[config.mk]
export PLATFORM = sky130hd
export DESIGN_NAME = c_subset_token_scanner
export DESIGN_NICKNAME = d
export VERILOG_FILES = /design/src/rtl/core/cst_pkg.sv /design/src/rtl/core/cst_step.sv /design/src/rtl/core/c_subset_token_scanner.sv
export SDC_FILE = /design/constraint.sdc
export NUM_CORES = 1
export LEC_CHECK = 0
export BUFFER_PORTS_ARGS = -buffer_cell sky130_fd_sc_hd__buf_2
export CELL_PAD_IN_SITES_DETAIL_PLACEMENT = 1
export CELL_PAD_IN_SITES_GLOBAL_PLACEMENT = 2
export CORE_ASPECT_RATIO = 0.6
export CORE_MARGIN = 3
export CORE_UTILIZATION = 30
export DETAILED_ROUTE_END_ITERATION = 8
export PLACE_DENSITY_LB_ADDON = 0.1
export SYNTH_ARGS = -nofsm -noshare
export SYNTH_HDL_FRONTEND = slang
export SYNTH_HIERARCHICAL = 1
export SYNTH_SLANG_ARGS = --single-unit
[constraint.sdc]
create_clock -name clock -period 7.2 [get_ports clock]
set_input_delay 0.36 -clock clock [delete_from_list [all_inputs] [get_ports clock]]
set_output_delay 0.36 -clock clock [all_outputs]
set_load 0.05 [all_outputs]
[src/rtl/core/cst_pkg.sv]
// Package for the C subset token scanner: token kind codes, scan modes,
// keyword tables, state and result types, and character class functions.
// Depends on nothing.
package cst_pkg;

   localparam int POS_BITS_DEFAULT = 16;
   localparam int NUM_KW = 5;
   localparam int MAX_RESULTS = 3;

   typedef enum logic [1:0] {
      MODE_IDLE,
      MODE_IDENT,
      MODE_NUMBER
   } mode_type;

   localparam logic [3:0] KIND_KEYWORD = 4'd0;
   localparam logic [3:0] KIND_IDENT   = 4'd1;
   localparam logic [3:0] KIND_NUMBER  = 4'd2;
   localparam logic [3:0] KIND_ASSIGN  = 4'd3;
   localparam logic [3:0] KIND_PLUS    = 4'd4;
   localparam logic [3:0] KIND_MINUS   = 4'd5;
   localparam logic [3:0] KIND_STAR    = 4'd6;
   localparam logic [3:0] KIND_SLASH   = 4'd7;
   localparam logic [3:0] KIND_SEMI    = 4'd8;
   localparam logic [3:0] KIND_LPAREN  = 4'd9;
   localparam logic [3:0] KIND_RPAREN  = 4'd10;
   localparam logic [3:0] KIND_LBRACE  = 4'd11;
   localparam logic [3:0] KIND_RBRACE  = 4'd12;
   localparam logic [3:0] KIND_UNKNOWN = 4'd13;
   localparam logic [3:0] KIND_EOF     = 4'd14;

   localparam logic [4:0]  ALL_CANDIDATES = 5'b11111;
   localparam logic [15:0] LEN_MAX = 16'hFFFF;

   // Keyword spellings in order int, float, double, char, return.
   localparam logic [7:0] KW_TEXT [NUM_KW][8] = '{
      '{"i", "n", "t", 8'h00, 8'h00, 8'h00, 8'h00, 8'h00},
      '{"f", "l", "o", "a", "t", 8'h00, 8'h00, 8'h00},
      '{"d", "o", "u", "b", "l", "e", 8'h00, 8'h00},
      '{"c", "h", "a", "r", 8'h00, 8'h00, 8'h00, 8'h00},
      '{"r", "e", "t", "u", "r", "n", 8'h00, 8'h00}
   };
   localparam logic [2:0] KW_LEN [NUM_KW] = '{3'd3, 3'd5, 3'd6, 3'd4, 3'd6};

   typedef struct packed {
      mode_type    mode;
      logic [4:0]  cands;
      logic [15:0] len;
   } scan_state_type;

   typedef struct packed {
      logic [3:0]  kind;
      logic [2:0]  kid;
      logic [15:0] start;
      logic [15:0] len;
      logic        last;
   } result_type;

   function automatic logic is_letter(logic [7:0] c);
      return (c >= "a" && c <= "z") || (c >= "A" && c <= "Z") || c == "_";
   endfunction

   function automatic logic is_digit(logic [7:0] c);
      return c >= "0" && c <= "9";
   endfunction

   function automatic logic is_space(logic [7:0] c);
      return c == 8'h20 || c == 8'h09 || c == 8'h0A || c == 8'h0D;
   endfunction

   function automatic logic [3:0] single_kind(logic [7:0] c);
      logic [3:0] k;
      case (c)
         "=": k = KIND_ASSIGN;
         "+": k = KIND_PLUS;
         "-": k = KIND_MINUS;
         "*": k = KIND_STAR;
         "/": k = KIND_SLASH;
         ";": k = KIND_SEMI;
         "(": k = KIND_LPAREN;
         ")": k = KIND_RPAREN;
         "{": k = KIND_LBRACE;
         "}": k = KIND_RBRACE;
         default: k = KIND_UNKNOWN;
      endcase
      return k;
   endfunction

   // A keyword stays a candidate only while the byte at this offset matches.
   function automatic logic [4:0] filter_candidates(logic [4:0] cands, logic [15:0] len,
                                                    logic [7:0] c);
      logic [4:0] m;
      m = cands;
      for (int k = 0; k < NUM_KW; k++) begin
         if (!(len < 16'(KW_LEN[k]) && KW_TEXT[k][len[2:0]] == c)) begin
            m[k] = 1'b0;
         end
      end
      return m;
   endfunction

endpackage

[src/rtl/core/cst_step.sv]
// Combinational step of the token scanner: from the current scan state and
// one input item, the next state and up to three result items.
// Depends on cst_pkg.
module cst_step #(
   parameter int POS_BITS = cst_pkg::POS_BITS_DEFAULT
) (
   input  logic [7:0]                     ch,
   input  logic                           has_char,
   input  logic                           end_of_source,
   input  cst_pkg::scan_state_type        state_cur,
   input  logic [POS_BITS-1:0]            start_cur,
   input  logic [POS_BITS-1:0]            pos_cur,
   output cst_pkg::scan_state_type        state_nxt,
   output logic [POS_BITS-1:0]            start_nxt,
   output logic [POS_BITS-1:0]            pos_nxt,
   output cst_pkg::result_type [2:0]      results,
   output logic [1:0]                     count
);

   localparam int EXT_BITS = (POS_BITS > 16) ? POS_BITS : 16;

   function automatic logic [15:0] clip_pos(logic [POS_BITS-1:0] p);
      logic [EXT_BITS-1:0] e;
      e = EXT_BITS'(p);
      return (e > EXT_BITS'(cst_pkg::LEN_MAX)) ? cst_pkg::LEN_MAX : e[15:0];
   endfunction

   function automatic cst_pkg::result_type close_token(cst_pkg::scan_state_type s,
                                                       logic [POS_BITS-1:0] start);
      cst_pkg::result_type r;
      r.kind  = (s.mode == cst_pkg::MODE_IDENT) ? cst_pkg::KIND_IDENT
                                                : cst_pkg::KIND_NUMBER;
      r.kid   = 3'd0;
      if (s.mode == cst_pkg::MODE_IDENT) begin
         for (int k = 0; k < cst_pkg::NUM_KW; k++) begin
            if (s.cands[k] && s.len == 16'(cst_pkg::KW_LEN[k])) begin
               r.kind = cst_pkg::KIND_KEYWORD;
               r.kid  = 3'(k);
            end
         end
      end
      r.start = clip_pos(start);
      r.len   = s.len;
      r.last  = 1'b0;
      return r;
   endfunction

   logic letter;
   logic digit;
   logic space;

   assign letter = cst_pkg::is_letter(ch);
   assign digit  = cst_pkg::is_digit(ch);
   assign space  = cst_pkg::is_space(ch);

   always_comb begin
      cst_pkg::scan_state_type   st;
      cst_pkg::result_type [2:0] res;
      logic [POS_BITS-1:0]       start;
      logic [POS_BITS-1:0]       pos;
      logic [1:0]                n;

      st    = state_cur;
      start = start_cur;
      pos   = pos_cur;
      res   = '0;
      n     = 2'd0;

      if (has_char) begin
         if (st.mode == cst_pkg::MODE_IDENT && (letter || digit)) begin
            st.cands = cst_pkg::filter_candidates(st.cands, st.len, ch);
            if (st.len != cst_pkg::LEN_MAX) begin
               st.len = st.len + 16'd1;
            end
         end else if (st.mode == cst_pkg::MODE_NUMBER && digit) begin
            if (st.len != cst_pkg::LEN_MAX) begin
               st.len = st.len + 16'd1;
            end
         end else begin
            if (st.mode != cst_pkg::MODE_IDLE) begin
               res[n]  = close_token(st, start);
               n       = n + 2'd1;
               st.mode = cst_pkg::MODE_IDLE;
            end
            if (letter || digit) begin
               st.mode  = letter ? cst_pkg::MODE_IDENT : cst_pkg::MODE_NUMBER;
               start    = pos;
               st.cands = letter ? cst_pkg::filter_candidates(cst_pkg::ALL_CANDIDATES,
                                                              16'd0, ch)
                                 : cst_pkg::ALL_CANDIDATES;
               st.len   = 16'd1;
            end else if (!space) begin
               res[n].kind  = cst_pkg::single_kind(ch);
               res[n].kid   = 3'd0;
               res[n].start = clip_pos(pos);
               res[n].len   = 16'd1;
               res[n].last  = 1'b0;
               n            = n + 2'd1;
            end
         end
         if (pos != {POS_BITS{1'b1}}) begin
            pos = pos + POS_BITS'(1);
         end
      end

      if (end_of_source) begin
         if (st.mode != cst_pkg::MODE_IDLE) begin
            res[n] = close_token(st, start);
            n      = n + 2'd1;
         end
         res[n].kind  = cst_pkg::KIND_EOF;
         res[n].kid   = 3'd0;
         res[n].start = clip_pos(pos);
         res[n].len   = 16'd0;
         res[n].last  = 1'b0;
         n            = n + 2'd1;
         st.mode      = cst_pkg::MODE_IDLE;
         st.cands     = cst_pkg::ALL_CANDIDATES;
         st.len       = 16'd0;
         start        = '0;
         pos          = '0;
      end

      if (n != 2'd0) begin
         res[n - 2'd1].last = 1'b1;
      end

      state_nxt = st;
      start_nxt = start;
      pos_nxt   = pos;
      results   = res;
      count     = n;
   end

endmodule

[src/rtl/core/c_subset_token_scanner.sv]
// Token scanner for a small C subset: scan state registers and a three-entry
// result buffer around the combinational step.
// Depends on cst_pkg and cst_step.
//
// Usage: the req channel carries one item per source byte (req_ch with
// req_has_char set); req_end_of_source marks the final item and may come
// with or without a byte. Each accepted item gives zero to three result
// items on the rsp channel, in source order, and the last of them carries
// rsp_last_of_run. The end mark closes any open token, gives an eof item
// and returns the scanner to offset 0 for the next source.
// Results of an item appear in the cycle after it is accepted, from the result buffer.
// Throughput: one item per cycle while each item gives at most one result and
// the receiver does not stall; an item that gives more results holds the req side
// while the result buffer drains, one entry per cycle that the receiver does not
// stall. The input is taken when the buffer is empty or is giving up its last entry
// in the same cycle. When the receiver stalls, the head result holds and req_stall
// rises once the buffer cannot be emptied. Reset is synchronous: it empties the buffer
// and returns the scan state to no open token at offset 0.
module c_subset_token_scanner #(
   parameter int POS_BITS = cst_pkg::POS_BITS_DEFAULT
) (
   input  logic        clock,
   input  logic        reset,
   input  logic        req_valid,
   output logic        req_stall,
   input  logic [7:0]  req_ch,
   input  logic        req_has_char,
   input  logic        req_end_of_source,
   output logic        rsp_valid,
   input  logic        rsp_stall,
   output logic [3:0]  rsp_token_kind,
   output logic [2:0]  rsp_keyword_id,
   output logic [15:0] rsp_start_pos,
   output logic [15:0] rsp_token_len,
   output logic        rsp_last_of_run
);

   cst_pkg::scan_state_type   state_ff, state_in, step_state;
   logic [POS_BITS-1:0]       start_ff, start_in, step_start;
   logic [POS_BITS-1:0]       pos_ff, pos_in, step_pos;
   cst_pkg::result_type [2:0] slot_ff, slot_in, step_results;
   logic [1:0]                count_ff, count_in, step_count;
   logic                      accept;
   logic                      pop;

   cst_step #(
      .POS_BITS(POS_BITS)
   ) u_step (
      .ch            (req_ch),
      .has_char      (req_has_char),
      .end_of_source (req_end_of_source),
      .state_cur     (state_ff),
      .start_cur     (start_ff),
      .pos_cur       (pos_ff),
      .state_nxt     (step_state),
      .start_nxt     (step_start),
      .pos_nxt       (step_pos),
      .results       (step_results),
      .count         (step_count)
   );

   assign pop       = (count_ff != 2'd0) && !rsp_stall;
   assign req_stall = !((count_ff == 2'd0) || (count_ff == 2'd1 && pop));
   assign accept    = req_valid && !req_stall;

   always_comb begin
      state_in = state_ff;
      start_in = start_ff;
      pos_in   = pos_ff;
      slot_in  = slot_ff;
      count_in = count_ff;
      if (accept) begin
         state_in = step_state;
         start_in = step_start;
         pos_in   = step_pos;
         slot_in  = step_results;
         count_in = step_count;
      end else if (pop) begin
         slot_in[0] = slot_ff[1];
         slot_in[1] = slot_ff[2];
         count_in   = count_ff - 2'd1;
      end
   end

   always_ff @(posedge clock) begin
      if (reset) begin
         state_ff.mode  <= cst_pkg::MODE_IDLE;
         state_ff.cands <= cst_pkg::ALL_CANDIDATES;
         state_ff.len   <= 16'd0;
         start_ff       <= '0;
         pos_ff         <= '0;
         count_ff       <= 2'd0;
      end else begin
         state_ff <= state_in;
         start_ff <= start_in;
         pos_ff   <= pos_in;
         count_ff <= count_in;
      end
   end

   always_ff @(posedge clock) begin
      slot_ff <= slot_in;
   end

   assign rsp_valid       = count_ff != 2'd0;
   assign rsp_token_kind  = slot_ff[0].kind;
   assign rsp_keyword_id  = slot_ff[0].kid;
   assign rsp_start_pos   = slot_ff[0].start;
   assign rsp_token_len   = slot_ff[0].len;
   assign rsp_last_of_run = slot_ff[0].last;

`ifndef SYNTHESIS
   a_fill_count : assert property (@(posedge clock) disable iff (reset)
      accept |=> count_ff == $past(step_count))
      else $error("result buffer count does not match the accepted item");

   a_last_at_tail : assert property (@(posedge clock) disable iff (reset)
      rsp_valid && rsp_last_of_run |-> count_ff == 2'd1)
      else $error("last result of an item is not at the tail of the buffer");

   a_eof_last : assert property (@(posedge clock) disable iff (reset)
      rsp_valid && rsp_token_kind == cst_pkg::KIND_EOF |-> rsp_last_of_run)
      else $error("eof result is not the last result of its item");

   a_restart : assert property (@(posedge clock) disable iff (reset)
      accept && req_end_of_source |=> pos_ff == '0 && state_ff.mode == cst_pkg::MODE_IDLE)
      else $error("scanner did not restart after the end of the source");
`endif

endmodule

# Yosys cells after proc, flatten, opt, wreduce, memory -nomap -nowiden
# Memories as Yosys holds them, arrays and structs flattened.
# Cells that the tools add are included.
dict set report word_totals {
  ff_bits 177
  latch_bits 0
  mem_bits_rw 0
  romBits 320
  inputBits 14
  output_inout_bits 42
  wordCells 268
  mem_count 5
}
# memory words width read_ports rd_clocked_by_memory_dff write_ports line
set memory_table {}
lappend memory_table {{(name not given)} 8 8 1 0 0 cst_pkg.sv:95} ;# if (!(len < 16'(KW_LEN[k]) && KW_TEXT[k][len[2:0]] == c)) begin
lappend memory_table {{(name not given)} 8 8 1 0 0 cst_pkg.sv:95}
lappend memory_table {{(name not given)} 8 8 1 0 0 cst_pkg.sv:95}
lappend memory_table {{(name not given)} 8 8 1 0 0 cst_pkg.sv:95}
lappend memory_table {{(name not given)} 8 8 1 0 0 cst_pkg.sv:95}
dict set report op_classes {
  add_sub_neg 7
  n_mul 0
  div 0
  magnitude_cmp 23
  n_eq_ne 39
  n_shift 0
  n_mux 130
  bitwise 1
  reduce_logical 42
}
# operator n
set ops {}
lappend ops {{bitwise mux 120 bit} 12}
lappend ops {{2-to-1 mux 120 bit} 9}
lappend ops {{demux 40 bit (select 2 bit)} 12}
lappend ops {{2-to-1 mux 40 bit} 7}
lappend ops {{2-to-1 mux 16 bit} 14}
lappend ops {{2-to-1 mux 80 bit} 2}
lappend ops {{2-to-1 mux 7 bit} 15}
lappend ops {{== test 16 x 3 -> 1 bit (second input constant)} 6}
lappend ops {{2-to-1 mux 8 bit} 10}
lappend ops {{== test 8 x 6 -> 1 bit (second input constant)} 9}
lappend ops {{2-to-1 mux 36 bit} 2}
lappend ops {{2-to-1 mux 23 bit} 3}
lappend ops {{2-to-1 mux 33 bit} 2}
lappend ops {{> comparator 16 bit (second input constant)} 4}
lappend ops {{< comparator 16 x 3 -> 1 bit (second input constant)} 3}
lappend ops {{== test 7 x 8 -> 1 bit (first input constant)} 5}
lappend ops {{== test 8 bit} 5}
lappend ops {{case mux 4 bit (10 select lines)} 1}
lappend ops {{2-to-1 mux 2 bit} 18}
lappend ops {{2-to-1 mux 17 bit} 2}
lappend ops {{adder 16 x 1 -> 16 bit (second input constant)} 2}
lappend ops {{== test 16 x 2 -> 1 bit (second input constant)} 2}
lappend ops {{inequality test 16 bit (second input constant)} 2}
lappend ops {{logical AND 1 bit} 27}
lappend ops {{23 further kinds} 68}

# Longest topological paths before layout
# Gate-level depths: netlist of run 1.
dict set report depth {
  word_depth 34
  mapped_depth 20
  mapped_depth_nobuf 19
}

# Cells and area by module
# Netlist of run 1, hierarchy kept.
# module instances cells_per_inst area_each_um2 seq_area_each_um2
set by_module_without_submodules {}
lappend by_module_without_submodules {c_subset_token_scanner 1 675 6962.9 4744.6}
lappend by_module_without_submodules {cst_step 1 803 4754.6 0.0}

# Worst setup path before layout of run 1
# No wires, ideal clock.
dict set report synth_path {
  path_type {reg-to-reg}
  from {reg count_ff[0]}
  to {reg slot_ff, in the netlist rsp_keyword_id[0] (enable)}
  setup_ns 0.629
  arrival_time_ns 6.295
  required_time_ns 6.571
  path_slack_ns 0.276
  stages_incl_launch_ff 4
  path_buffers 0
  period_less_slack_ns 6.924
  path_cell_list {dfxtp_1 > inv_1 > ha_1 > o21ai_0}
}
dict set report synth_between {
  elab_chain_len 6
  word_cells_on_any_way 8
  cone_classes {eq/ne (1); reduce/logical (7)}
}
# item line
set synth_rtl {}
lappend synth_rtl {{start: declaration} c_subset_token_scanner.sv:42} ;# logic [1:0] count_ff, count_in, step_count;
lappend synth_rtl {{start signal: assignment} c_subset_token_scanner.sv:97} ;# count_ff <= count_in;
lappend synth_rtl {{nonzero test 2 bit} c_subset_token_scanner.sv:62} ;# assign pop = (count_ff != 2'd0) && !rsp_stall;
lappend synth_rtl {{logical AND 1 bit} c_subset_token_scanner.sv:62}
lappend synth_rtl {{logical AND 1 bit} c_subset_token_scanner.sv:63} ;# assign req_stall = !((count_ff == 2'd0) || (count_ff == 2'd1 && pop));
lappend synth_rtl {{logical OR 1 bit} c_subset_token_scanner.sv:63}
lappend synth_rtl {{logical AND 1 bit} c_subset_token_scanner.sv:64} ;# assign accept = req_valid && !req_stall;
lappend synth_rtl {{nonzero test 2 bit (no line) *} n/a}
lappend synth_rtl {{end signal: assignment} c_subset_token_scanner.sv:102} ;# slot_ff <= slot_in;
lappend synth_rtl {{end: declaration} c_subset_token_scanner.sv:41} ;# cst_pkg::result_type [2:0] slot_ff, slot_in, step_results;
# Every way passes the cells marked *; elsewhere a longest branch is shown, timed or not.
# A chain may end at the register's enable or synchronous reset.

==> qor.txt, run 1 <==
largest net degree at the start of global routing = 93
crit-path max FO = 17
H-tree depth = 4
Worst Skew = 0.0130 ns
Post-synth EDFFs = 120
routability cong. = 0.848
Yosys top cell by area = edfxtp_1
WP data arrival = 5.01 ns
worst-margin pin slew = 1.32 ns
I/O pins = 56
Post-CTS Setup Bufs = 0
CTS buffer count = 17
Non-Filler Instances = 1944
core area = 38100 um^2
clk sink count = 177
# port buffers = 55
Critical path origin = state_ff[1]
Max Buffers Root-to-Sink = 2
Placed Cells incl. Taps = 1912
Levels on crit path = 13
critical path's largest stage delay = 0.82 ns
Crit-path slowest cell = dfxtp_1
die height = 159 um
setup TNS = 0 ns
synth top area cells = edfxtp_1, nand2_1, dfxtp_1, nor2_1, a21oi_1
Total GRT Usage = 21.5%
first-pass GRT wire length = 67400 um
clock slew at reported path FFs = 0.08 ns
type of origin of the critical path = register
Vias/cell = 5.48
initial antenna violation count = 2
clock root cell = clkbuf_16
Seq/Total Area, Yosys = 40.5%
r2r setup slk = 2.38 ns
Worst R2R Start = state_ff[1]
top_reg_cell synth = edfxtp_1
die area = 41500 um^2
Max Slew Vio Count = 0
Highest Clock Rate = 0.207 GHz
Critical Path Most Common Cell = nand2_1
power per cell area = 266 nW/um^2
Initial Util = 30.7%
# Max-Cap Violations = 0
PostCTS Resize Cnt = 0
worst skew pair latency = 0.46 ns
Synth top cells by count = nand2_1, nor2_1, edfxtp_1, a21oi_1, dfxtp_1
R2R cell count = 13
Final setup viols = 0
RSZ-0062 raised after global routing = no
worst path required time = 7.39 ns
crit path cell chain = inv_1, ha_1, nor2_1, o41a_1, o21ai_0, a211oi_1, nor3_1, mux2_2, nand2_1, a311oi_1, o21ai_1, nand2_1, nand2_1
most common cell in the netlist = nand2_1
detailed-route via count = 10644
vias in the first global route = 9907
min-delay worst type = input pin to register
final wirelength = 44900 um
post-route DRC violation count = 0
syn_nets = 1509
CTS tree = yes
Max-Slew Margin vs Limit = 11.0%
family with the most delay on the worst path = compound AO/OA/AOI/OAI gates
Synth cell types = 83
final period utilization = 67.0%
crit path time final = 4.82 ns
share of cells above drive strength 1 = 9.57%
Max VDD drop = 0.153 mV
Cell Area, Placed = 12000 um^2
# nets final = 1449
Synth Instances = 1478
Post-Layout Inst Area = 12600 um^2
CP endpoint kind = register
Antenna Nets Post-Route = 0
Die Width = 261 um
Final Hold Vio Count = 0
CP endpoint = rsp_token_kind[0]
first-pass detailed-route iteration total = 5
DR iter-0 viols = 1073
count of hold-fix buffers inserted at cts = 0
Leak = 4.62 nW
row count = 55
CP bufs+invs = 1
reg-to-reg critical path endpoint = rsp_token_kind[0]
synthesis-to-layout area growth = 7.16%
n_diodes = 0
Seq cells post-synth = 177
wire length per cell = 23.1 um
outcome = finished clean
Mapped Area = 11700 um^2
total power = 0.00334 W
Overflow after GRT = 0
post-synthesis async set-or-reset flop share = 0%
CP Class = register to register
yosys warns = 6
top cell type's share of synthesized area = 30.8%
Mean Syn Cell Area = 7.93 um^2
dpl hpwl = 30500 um
-- flip-flops by register name (all words and copies together), names as in the netlist --
register	cells
rsp_last_of_run	1
state_ff	23
rsp_keyword_id	3
start_ff	16
rsp_token_kind	4
rsp_token_len	16
rsp_start_pos	16
slot_ff	80
pos_ff	16
count_ff	2
-- layout make-up --
cell class | count | area [um^2]
flip-flops and latches | 177 | 4740
well taps | 513 | 642
fillers | 4560 | 25600
inverters | 23 | 91.3
multi-input cells | 1125 | 6060
repair buffers | 74 | 418
clock inverters | 14 | 171
clock buffers | 18 | 429
-- placed cells by master, fill, tap and decap left out, types with 22 or more instances in the layout --
| cell | count |
|---|---|
| nand2_1 | 416 |
| nor2_1 | 165 |
| edfxtp_1 | 120 |
| a21oi_1 | 109 |
| dfxtp_1 | 57 |
| buf_2 | 55 |
| o21ai_0 | 45 |
| mux2i_1 | 27 |
| a221oi_1 | 25 |
| nand3_1 | 25 |
| o22ai_1 | 24 |
| inv_1 | 22 |
-- power breakdown --
part	switching, W	internal (W)
Clock	0.000482	0.000495
Combinational	0.000768	0.000194
Sequential	0.0000696	0.00133
-- logic make-up (layout without fill, tap and decap cells) --
family / after synthesis / count (layout) / share of synthesized area, %
DFF: 177 / 177 / 40.5
and+or+nand+nor: 736 / 736 / 27.2
buffers and inverters: 176 / 129 / 8.00
adders and majority gates: 17 / 17 / 1.82
xor gates and xnor gates: 26 / 26 / 1.94
AOI/OAI and AO/OA: 316 / 316 / 17.9
muxes: 30 / 30 / 2.59
-- per-layer routing --
layer  vias up  global-route usage (%)  wire length [um]
li1       5018                       -                 -
met4         0                    3.75               333
met1      5315                    38.4             26400
met5         -                       0                 0
met3        22                    3.97              2840
met2       289                    24.7             15300
-- tightest hold or removal path, stage by stage --
cell and delay [ns]:
buf_2 0.13, nor2_1 0.09, xnor2_1 0.15, a211oi_1 0.07
-- stage by stage --
step	hold slack [ns]	setup WS [ns]	utilization, %
final	0.395	2.38	32.9
after global routing	0.390	2.17	32.9
after CTS	0.359	2.45	32.9
after detailed placement	0.468	2.11	31.4
after global placement	0.462	2.22	31.4
after floorplan	0.433	0.276	-
-- worst min path at each step --
stage,start,to,depth (start not counted)
final,rsp_stall,count_ff[0],4
after global routing,rsp_stall,count_ff[0],4
after CTS,rsp_stall,count_ff[0],4
after detailed placement,start_ff[4],start_ff[4],2
after global placement,start_ff[13],start_ff[13],2
after floorplan,pos_ff[5],pos_ff[5],2
Note: power is estimated with default switching activity, not from simulation.
==> run 2, diff against run 1 <==
--- a/config.mk
+++ b/config.mk
@@ -5,6 +5,7 @@
 export SDC_FILE = /design/constraint.sdc
 export NUM_CORES = 1
 export LEC_CHECK = 0
+export ABC_AREA = 1
 export BUFFER_PORTS_ARGS = -buffer_cell sky130_fd_sc_hd__buf_2
 export CELL_PAD_IN_SITES_DETAIL_PLACEMENT = 1
 export CELL_PAD_IN_SITES_GLOBAL_PLACEMENT = 2
==> constraint.sdc (replaced) <==
create_clock -name clock -period 4.1 [get_ports clock]
set_input_delay 0.205 -clock clock [delete_from_list [all_inputs] [get_ports clock]]
set_output_delay 0.205 -clock clock [all_outputs]
set_load 0.05 [all_outputs]
==> qor.txt, run 2 <==
outcome = finished clean
Comb power frac = 44.3% (+15 points)
top_reg_cell synth = edfxtp_1
min-delay worst type = input pin to register
initial antenna violation count = 0 (-2)
Largest register FFs = 80 (unchanged)
core area = 40700 um^2 (+6.6%)
Worst Skew = 0.0135 ns (+0.000451 ns)
CTS tree = yes
area occupied by multi-input gates = 6310 um^2 (+4.1%)
Sw Ratio = 47.8% (+8.3 points)
FF/Latch Area = 4740 um^2 (unchanged)
# nets final = 1768 (+22%)
RSZ-0062 raised after global routing = no
yosys warns = 6 (unchanged)
Synth Instances = 1733 (+17%)
first-pass detailed-route iteration total = 5 (unchanged)
power per cell area = 619 nW/um^2 (+130%)
Seq/Total Area, Yosys = 38.1% (-2.3 points)
Max Slew Vio Count = 0 (unchanged)
row count = 57 (+3.6%)
# port buffers = 55 (unchanged)
routability cong. = 0.893 (+5.3%)
first-pass GRT wire length = 76800 um (+14%)
crit-path max FO = 13 (-4)
biggest regs = slot_ff (80), state_ff (23)
dpl hpwl = 37900 um (+24%)
syn_nets = 1764 (+17%)
Max-Slew Margin vs Limit = 26.4% (+15 points)
Post-CTS Setup Bufs = 0 (unchanged)
WP data arrival = 4.03 ns (-0.98 ns)
Seq cells post-synth = 177 (unchanged)
most common cell after layout, fill and taps aside = nand2_1
Yosys top cell by area = edfxtp_1
top cell type's share of synthesized area = 29.0% (-1.8 points)
Die Width = 269 um (+3.0%)
filler cell count = 5045 (+11%)
Overflow after GRT = 0 (unchanged)
most common cell in the netlist = nand2_1
post-route DRC violation count = 0 (unchanged)
CTS buffer count = 17 (unchanged)
clk sink count = 177 (unchanged)
Total GRT Usage = 23.7% (+2.2 points)
vias in the first global route = 11209 (+13%)
synthesis-to-layout area growth = 9.98%
# Max-Cap Violations = 0 (unchanged)
clock network power share = 21.9% (-7.3 points)
Highest Clock Rate = 0.268 GHz (+29%)
CP Class = register to register
H-tree depth = 4 (unchanged)
r2r setup slk = 0.37 ns (-2.01 ns)
Post-Layout Inst Area = 13700 um^2 (+8.9%)
worst skew pair latency = 0.46 ns (about the same)
Sequential Power Share = 33.8% (-8.2 points)
Synth cell types = 54 (-35%)
die area = 44000 um^2 (+6.0%)
Internal = 0.00442 W (+120%)
largest net degree at the start of global routing = 128 (+38%)
Initial Util = 30.6% (-0.14 points)
CP endpoint kind = register
Antenna Nets Post-Route = 0 (unchanged)
Max VDD drop = 0.328 mV (+110%)
detailed-route via count = 11697 (+9.9%)
die height = 164 um (+2.9%)
Final Hold Vio Count = 0 (unchanged)
most frequent cells in the layout = nand2_1, nor2_1, inv_1
synth top area cells = edfxtp_1, nand2_1, dfxtp_1, nor2_1, o21ai_0
I/O pins = 56 (unchanged)
Mean Syn Cell Area = 7.18 um^2 (-9.5%)
Vias/cell = 5.13 (-6.3%)
final period utilization = 91.0% (+24 points)
Synth top cells by count = nand2_1, nor2_1, inv_1, edfxtp_1, o21ai_0
clock slew at reported path FFs = 0.07 ns (about the same)
post-synthesis async set-or-reset flop share = 0% (unchanged)
worst-margin pin slew = 1.09 ns (-0.228 ns)
Leak = 5.71 nW (+23%)
DR iter-0 viols = 1175 (+9.5%)
Sw Pwr = 0.00405 W (+210%)
Cell Area, Placed = 13000 um^2 (+9.0%)
clock root cell = clkbuf_16
Mapped Area = 12400 um^2 (+6.2%)
crit path time final = 3.73 ns (-1.09 ns)
Post-synth EDFFs = 120 (unchanged)
setup TNS = 0 ns (unchanged)
n_diodes = 0 (unchanged)
final wirelength = 51300 um (+14%)
type of origin of the critical path = register
Biggest register = slot_ff
wire length per cell = 22.5 um (-2.6%)
Final setup viols = 0 (unchanged)
Max Buffers Root-to-Sink = 2 (unchanged)
share of cells above drive strength 1 = 13.8% (+4.2 points)
worst path required time = 4.40 ns (-2.99 ns)
## run 2: cell type report
| type | count | share of cell area (%) |
|---|---|---|
| multi-input combinational | 1285 | 46.1 |
| sequential | 177 | 34.7 |
| timing repair buffer | 110 | 5.60 |
| tap | 531 | 4.86 |
| inverter | 146 | 4.12 |
| clock buffer | 17 | 3.11 |
| clock inverter | 15 | 1.52 |
## run 2: repair_timing
action,4_1_cts,5_1_grt
setup endpoints to repair,0,0
gates resized for setup,0,0
hold buffers,1,0
endpoints found under the hold margin,1,0
## run 2: power by group through the flow
stage	Combinational [W]	Clock [W]	Sequential, W
after floorplan	0.00272	0	0.00282
after detailed placement	0.00369	0	0.00291
after global placement	0.00366	0	0.00289
after CTS	0.00370	0.00190	0.00286
final	0.00375	0.00185	0.00287
after global routing	0.00407	0.00197	0.00292
## run 2: metal layers
layer  GRT usage [%]  up-vias  part of all wire (%)
met5               0        -                     0
met4            2.93        0                  0.48
met3            5.33       15                   7.9
met2            26.5      392                    32
met1            42.5     5693                    60
li1                -     5597                     -
## run 2: metrics by stage
step           power (W)  setup WS (ns)  hold slack (ns)  utilization [%]  std cells
5_1_grt          0.00896         0.0407            0.105             33.7       2281
3_3_place_gp     0.00655         0.0677            0.385             32.1       2248
4_1_cts          0.00846          0.408           0.0809             33.7       2281
6_report         0.00847          0.367            0.104             33.7       2281
3_5_place_dp     0.00660         0.0136            0.397             32.1       2248
2_1_floorplan    0.00554          0.469            0.274                -       1733
## run 2: cells by family (layout without fill, tap and decap cells)
group                      Yosys count  after routing  synth area share [%]
and+or+nand+nor                    984            984                  33.8
AOI/OAI and AO/OA                  249            249                  12.6
buffers and inverters              271            288                  11.2
xor gates and xnor gates            35             35                  2.52
DFF                                177            177                  38.1
adders and majority gates           17             17                  1.71
## run 2: path summary, 6_finish.rpt
path                     start      endpoint  depth (start not counted)
hold reg to reg    count_ff[1]   count_ff[1]                          2
setup reg to reg  state_ff[21]  slot_ff[111]                         15
hold / removal       req_valid   count_ff[1]                          4
setup / recovery  state_ff[21]  slot_ff[111]                         15
## run 2: worst max-delay path, stage by stage, from the launching register on
cell,delay (ns)
dfxtp_1,0.35
nor2_1,0.28
inv_1,0.13
ha_1,0.30
o21ai_0,0.37
nor2_4,0.07
inv_1,0.12
ha_1,0.26
inv_1,0.06
nor2_1,0.04
or2_2,0.28
ha_1,0.20
or2_2,0.38
or2_1,0.35
buf_4,0.26
o22ai_2,0.12
==> run 3, diff against run 2 <==
--- a/config.mk
+++ b/config.mk
@@ -16,5 +16,4 @@
 export PLACE_DENSITY_LB_ADDON = 0.1
 export SYNTH_ARGS = -nofsm -noshare
 export SYNTH_HDL_FRONTEND = slang
-export SYNTH_HIERARCHICAL = 1
 export SYNTH_SLANG_ARGS = --single-unit
==> qor.txt, run 3 <==
crit-path max FO = 18 (+5)
n_diodes = 0 (unchanged)
yosys warns = 0 (-6)
Highest Clock Rate = 0.276 GHz (+3.1%)
Comb power frac = 38.1% (-6.2 points)
top cell type's share of synthesized area = 30.8% (+1.8 points)
WP data arrival = 3.91 ns (-0.12 ns)
synthesis-to-layout area growth = 9.70%
Non-Filler Instances = 2083 (-8.7%)
clock root cell = clkbuf_16
Initial Util = 30.6% (about the same)
Final setup viols = 0 (unchanged)
Biggest register = slot_ff
Post-CTS Setup Bufs = 0 (unchanged)
synth top area cells = edfxtp_1, nand2_1, dfxtp_1, inv_1, nor2_1
Max VDD drop = 0.563 mV (+72%)
DR iter-0 viols = 789 (-33%)
share of cells above drive strength 1 = 13.8% (about the same)
Die Width = 260 um (-3.3%)
Worst R2R Start = state_ff[22]
Placed Cells incl. Taps = 2051 (-8.8%)
Yosys top cell by area = edfxtp_1
# Max-Cap Violations = 0 (unchanged)
Critical path origin = state_ff[22]
wire length per cell = 21.3 um (-5.2%)
power per cell area = 561 nW/um^2 (-9.4%)
most frequent cells in the layout = nand2_1, inv_1, nor2_1
H-tree depth = 4 (unchanged)
Largest register FFs = 79 (-1.3%)
top_reg_cell synth = edfxtp_1
Synth cell types = 51 (-5.6%)
die area = 41200 um^2 (-6.5%)
Sequential Power Share = 40.0% (+6.2 points)
clock network power share = 21.9% (about the same)
Overflow after GRT = 0 (unchanged)
CTS tree = yes
Leak = 4.94 nW (-13%)
CP endpoint kind = register
reg-to-reg critical path endpoint = slot_ff[47]
count of hold-fix buffers inserted at cts = 0 (-1)
# nets final = 1588 (-10%)
first-pass GRT wire length = 67500 um (-12%)
Vias/cell = 5.10 (-0.46%)
Sw Ratio = 43.4% (-4.4 points)
outcome = finished clean
final setup margin = 0.478 ns (+0.111 ns)
min-delay worst type = input pin to register
dpl hpwl = 31600 um (-17%)
die height = 158 um (-3.3%)
# port buffers = 55 (unchanged)
Max Buffers Root-to-Sink = 2 (unchanged)
Internal = 0.00404 W (-8.5%)
Setup WS pre-CTS = 0.169 ns (+0.156 ns)
Sw Pwr = 0.00310 W (-23%)
I/O pins = 56 (unchanged)
r2r setup slk = 0.48 ns (+0.11 ns)
Max-Slew Margin vs Limit = 35.8% (+9.5 points)
total power = 0.00714 W (-16%)
core area = 37900 um^2 (-6.7%)
type of origin of the critical path = register
initial antenna violation count = 0 (unchanged)
syn_nets = 1587 (-10%)
Max Slew Vio Count = 0 (unchanged)
Seq/Total Area, Yosys = 40.6% (+2.5 points)
Worst Skew = 0.0155 ns (+0.00198 ns)
row count = 55 (-3.5%)
clk sink count = 176 (-0.56%)
CP Class = register to register
Total GRT Usage = 21.8% (-1.9 points)
Antenna Nets Post-Route = 0 (unchanged)
setup TNS = 0 ns (unchanged)
first-pass detailed-route iteration total = 5 (unchanged)
Synth top cells by count = nand2_1, inv_1, nor2_1, edfxtp_1, a21oi_1
worst path required time = 4.39 ns (about the same)
biggest regs = slot_ff (79), state_ff (23)
final period utilization = 88.3% (-2.7 points)
Post-synth EDFFs = 119 (-0.83%)
post-route DRC violation count = 0 (unchanged)
RSZ-0062 raised after global routing = no
clock slew at reported path FFs = 0.07 ns (about the same)
final wirelength = 44400 um (-13%)
crit path time final = 3.62 ns (-0.111 ns)
Worst Hold Launch = reset
worst skew pair latency = 0.46 ns (about the same)
Post-Layout Inst Area = 12700 um^2 (-6.9%)
most common cell in the netlist = nand2_1
Mean Syn Cell Area = 7.46 um^2 (+3.9%)
Seq cells post-synth = 176 (-0.56%)
routability cong. = 0.859 (-3.7%)
post-synthesis async set-or-reset flop share = 0% (unchanged)
largest net degree at the start of global routing = 66 (-48%)
Cell Area, Placed = 12200 um^2 (-6.4%)
PostCTS Resize Cnt = 0 (unchanged)
worst-margin pin slew = 0.962 ns (-0.131 ns)
R2R cell count = 15 (unchanged)
CP endpoint = slot_ff[47]
Synth Instances = 1556 (-10%)
detailed-route via count = 10632 (-9.1%)
CTS buffer count = 17 (unchanged)
Final Hold Vio Count = 0 (unchanged)
most common cell after layout, fill and taps aside = nand2_1
Mapped Area = 11600 um^2 (-6.7%)
vias in the first global route = 10514 (-6.2%)
## run 3: cell count changes in the layout (fill, tap and decap cells not counted), moves of 18 or more
| cell | previous run | this run |
|---|---|---|
| o22ai_1 | 5 | 51 |
| nand2_1 | 511 | 366 |
| a21oi_1 | 40 | 106 |
| nor2_1 | 299 | 152 |
| inv_1 | 128 | 159 |
| a22oi_1 | 19 | 1 |
## run 3: how the worst min path moves through the flow
stage / end / slack (ns) / depth (start not counted)
2_1_floorplan: state_ff[22] / 0.43 / 3
3_3_place_gp: start_ff[8] / 0.45 / 2
3_5_place_dp: start_ff[15] / 0.46 / 2
4_1_cts: start_ff[12] / 0.13 / 2
5_1_grt: start_ff[13] / 0.15 / 2
6_report: start_ff[12] / 0.15 / 2
## run 3: power by group through the flow
stage	Combinational [W]	Sequential (W)	Clock, W
CTS	0.00275	0.00287	0.00160
finish	0.00272	0.00286	0.00156
global route	0.00297	0.00291	0.00166
detailed placement	0.00273	0.00290	0
floorplan	0.00219	0.00285	0
global placement	0.00272	0.00290	0
## run 3: worst max-delay path, stage by stage (launching register included)
cell	delay, ns
dfxtp_1	0.37
nor2_1	0.31
inv_1	0.14
ha_1	0.30
nand3_1	0.10
o21ai_1	0.11
nand2_1	0.13
ha_1	0.31
a21oi_1	0.10
ha_1	0.21
nor2_1	0.57
inv_1	0.14
nor2_1	0.18
nand2_1	0.07
buf_4	0.21
o21ai_0	0.19
## run 3: metal layers
metal,track usage [%],routed length [um],up-vias
met2,29.3,17000,240
met5,0,0,-
met3,3.81,2260,20
li1,-,-,5156
met4,2.88,280,0
met1,35.8,24900,5216
## run 3: cell type report
cell class / count / area (um^2)
multi-input cells: 1079 / 5520
fillers: 4635 / 25200
repair buffers: 100 / 638
clock buffers: 20 / 437
flip-flops and latches: 176 / 4710
inverters: 183 / 692
clock inverters: 12 / 86.3
well taps: 513 / 642
## run 3: cells by family after synthesis
| family | Yosys count | share of synthesized area (%) |
|---|---|---|
| and+or+nand+nor | 699 | 26.9 |
| buffers and inverters | 301 | 11.9 |
| AOI/OAI and AO/OA | 329 | 16.1 |
| DFF | 176 | 40.6 |
| xor gates and xnor gates | 34 | 2.57 |
| adders and majority gates | 17 | 1.83 |
## run 3: metrics by stage
stage / hold WS [ns] / util [%]
detailed placement: 0.460 / 32.2
floorplan: 0.435 / -
global route: 0.152 / 33.6
CTS: 0.130 / 33.6
finish: 0.146 / 33.6
global placement: 0.455 / 32.2
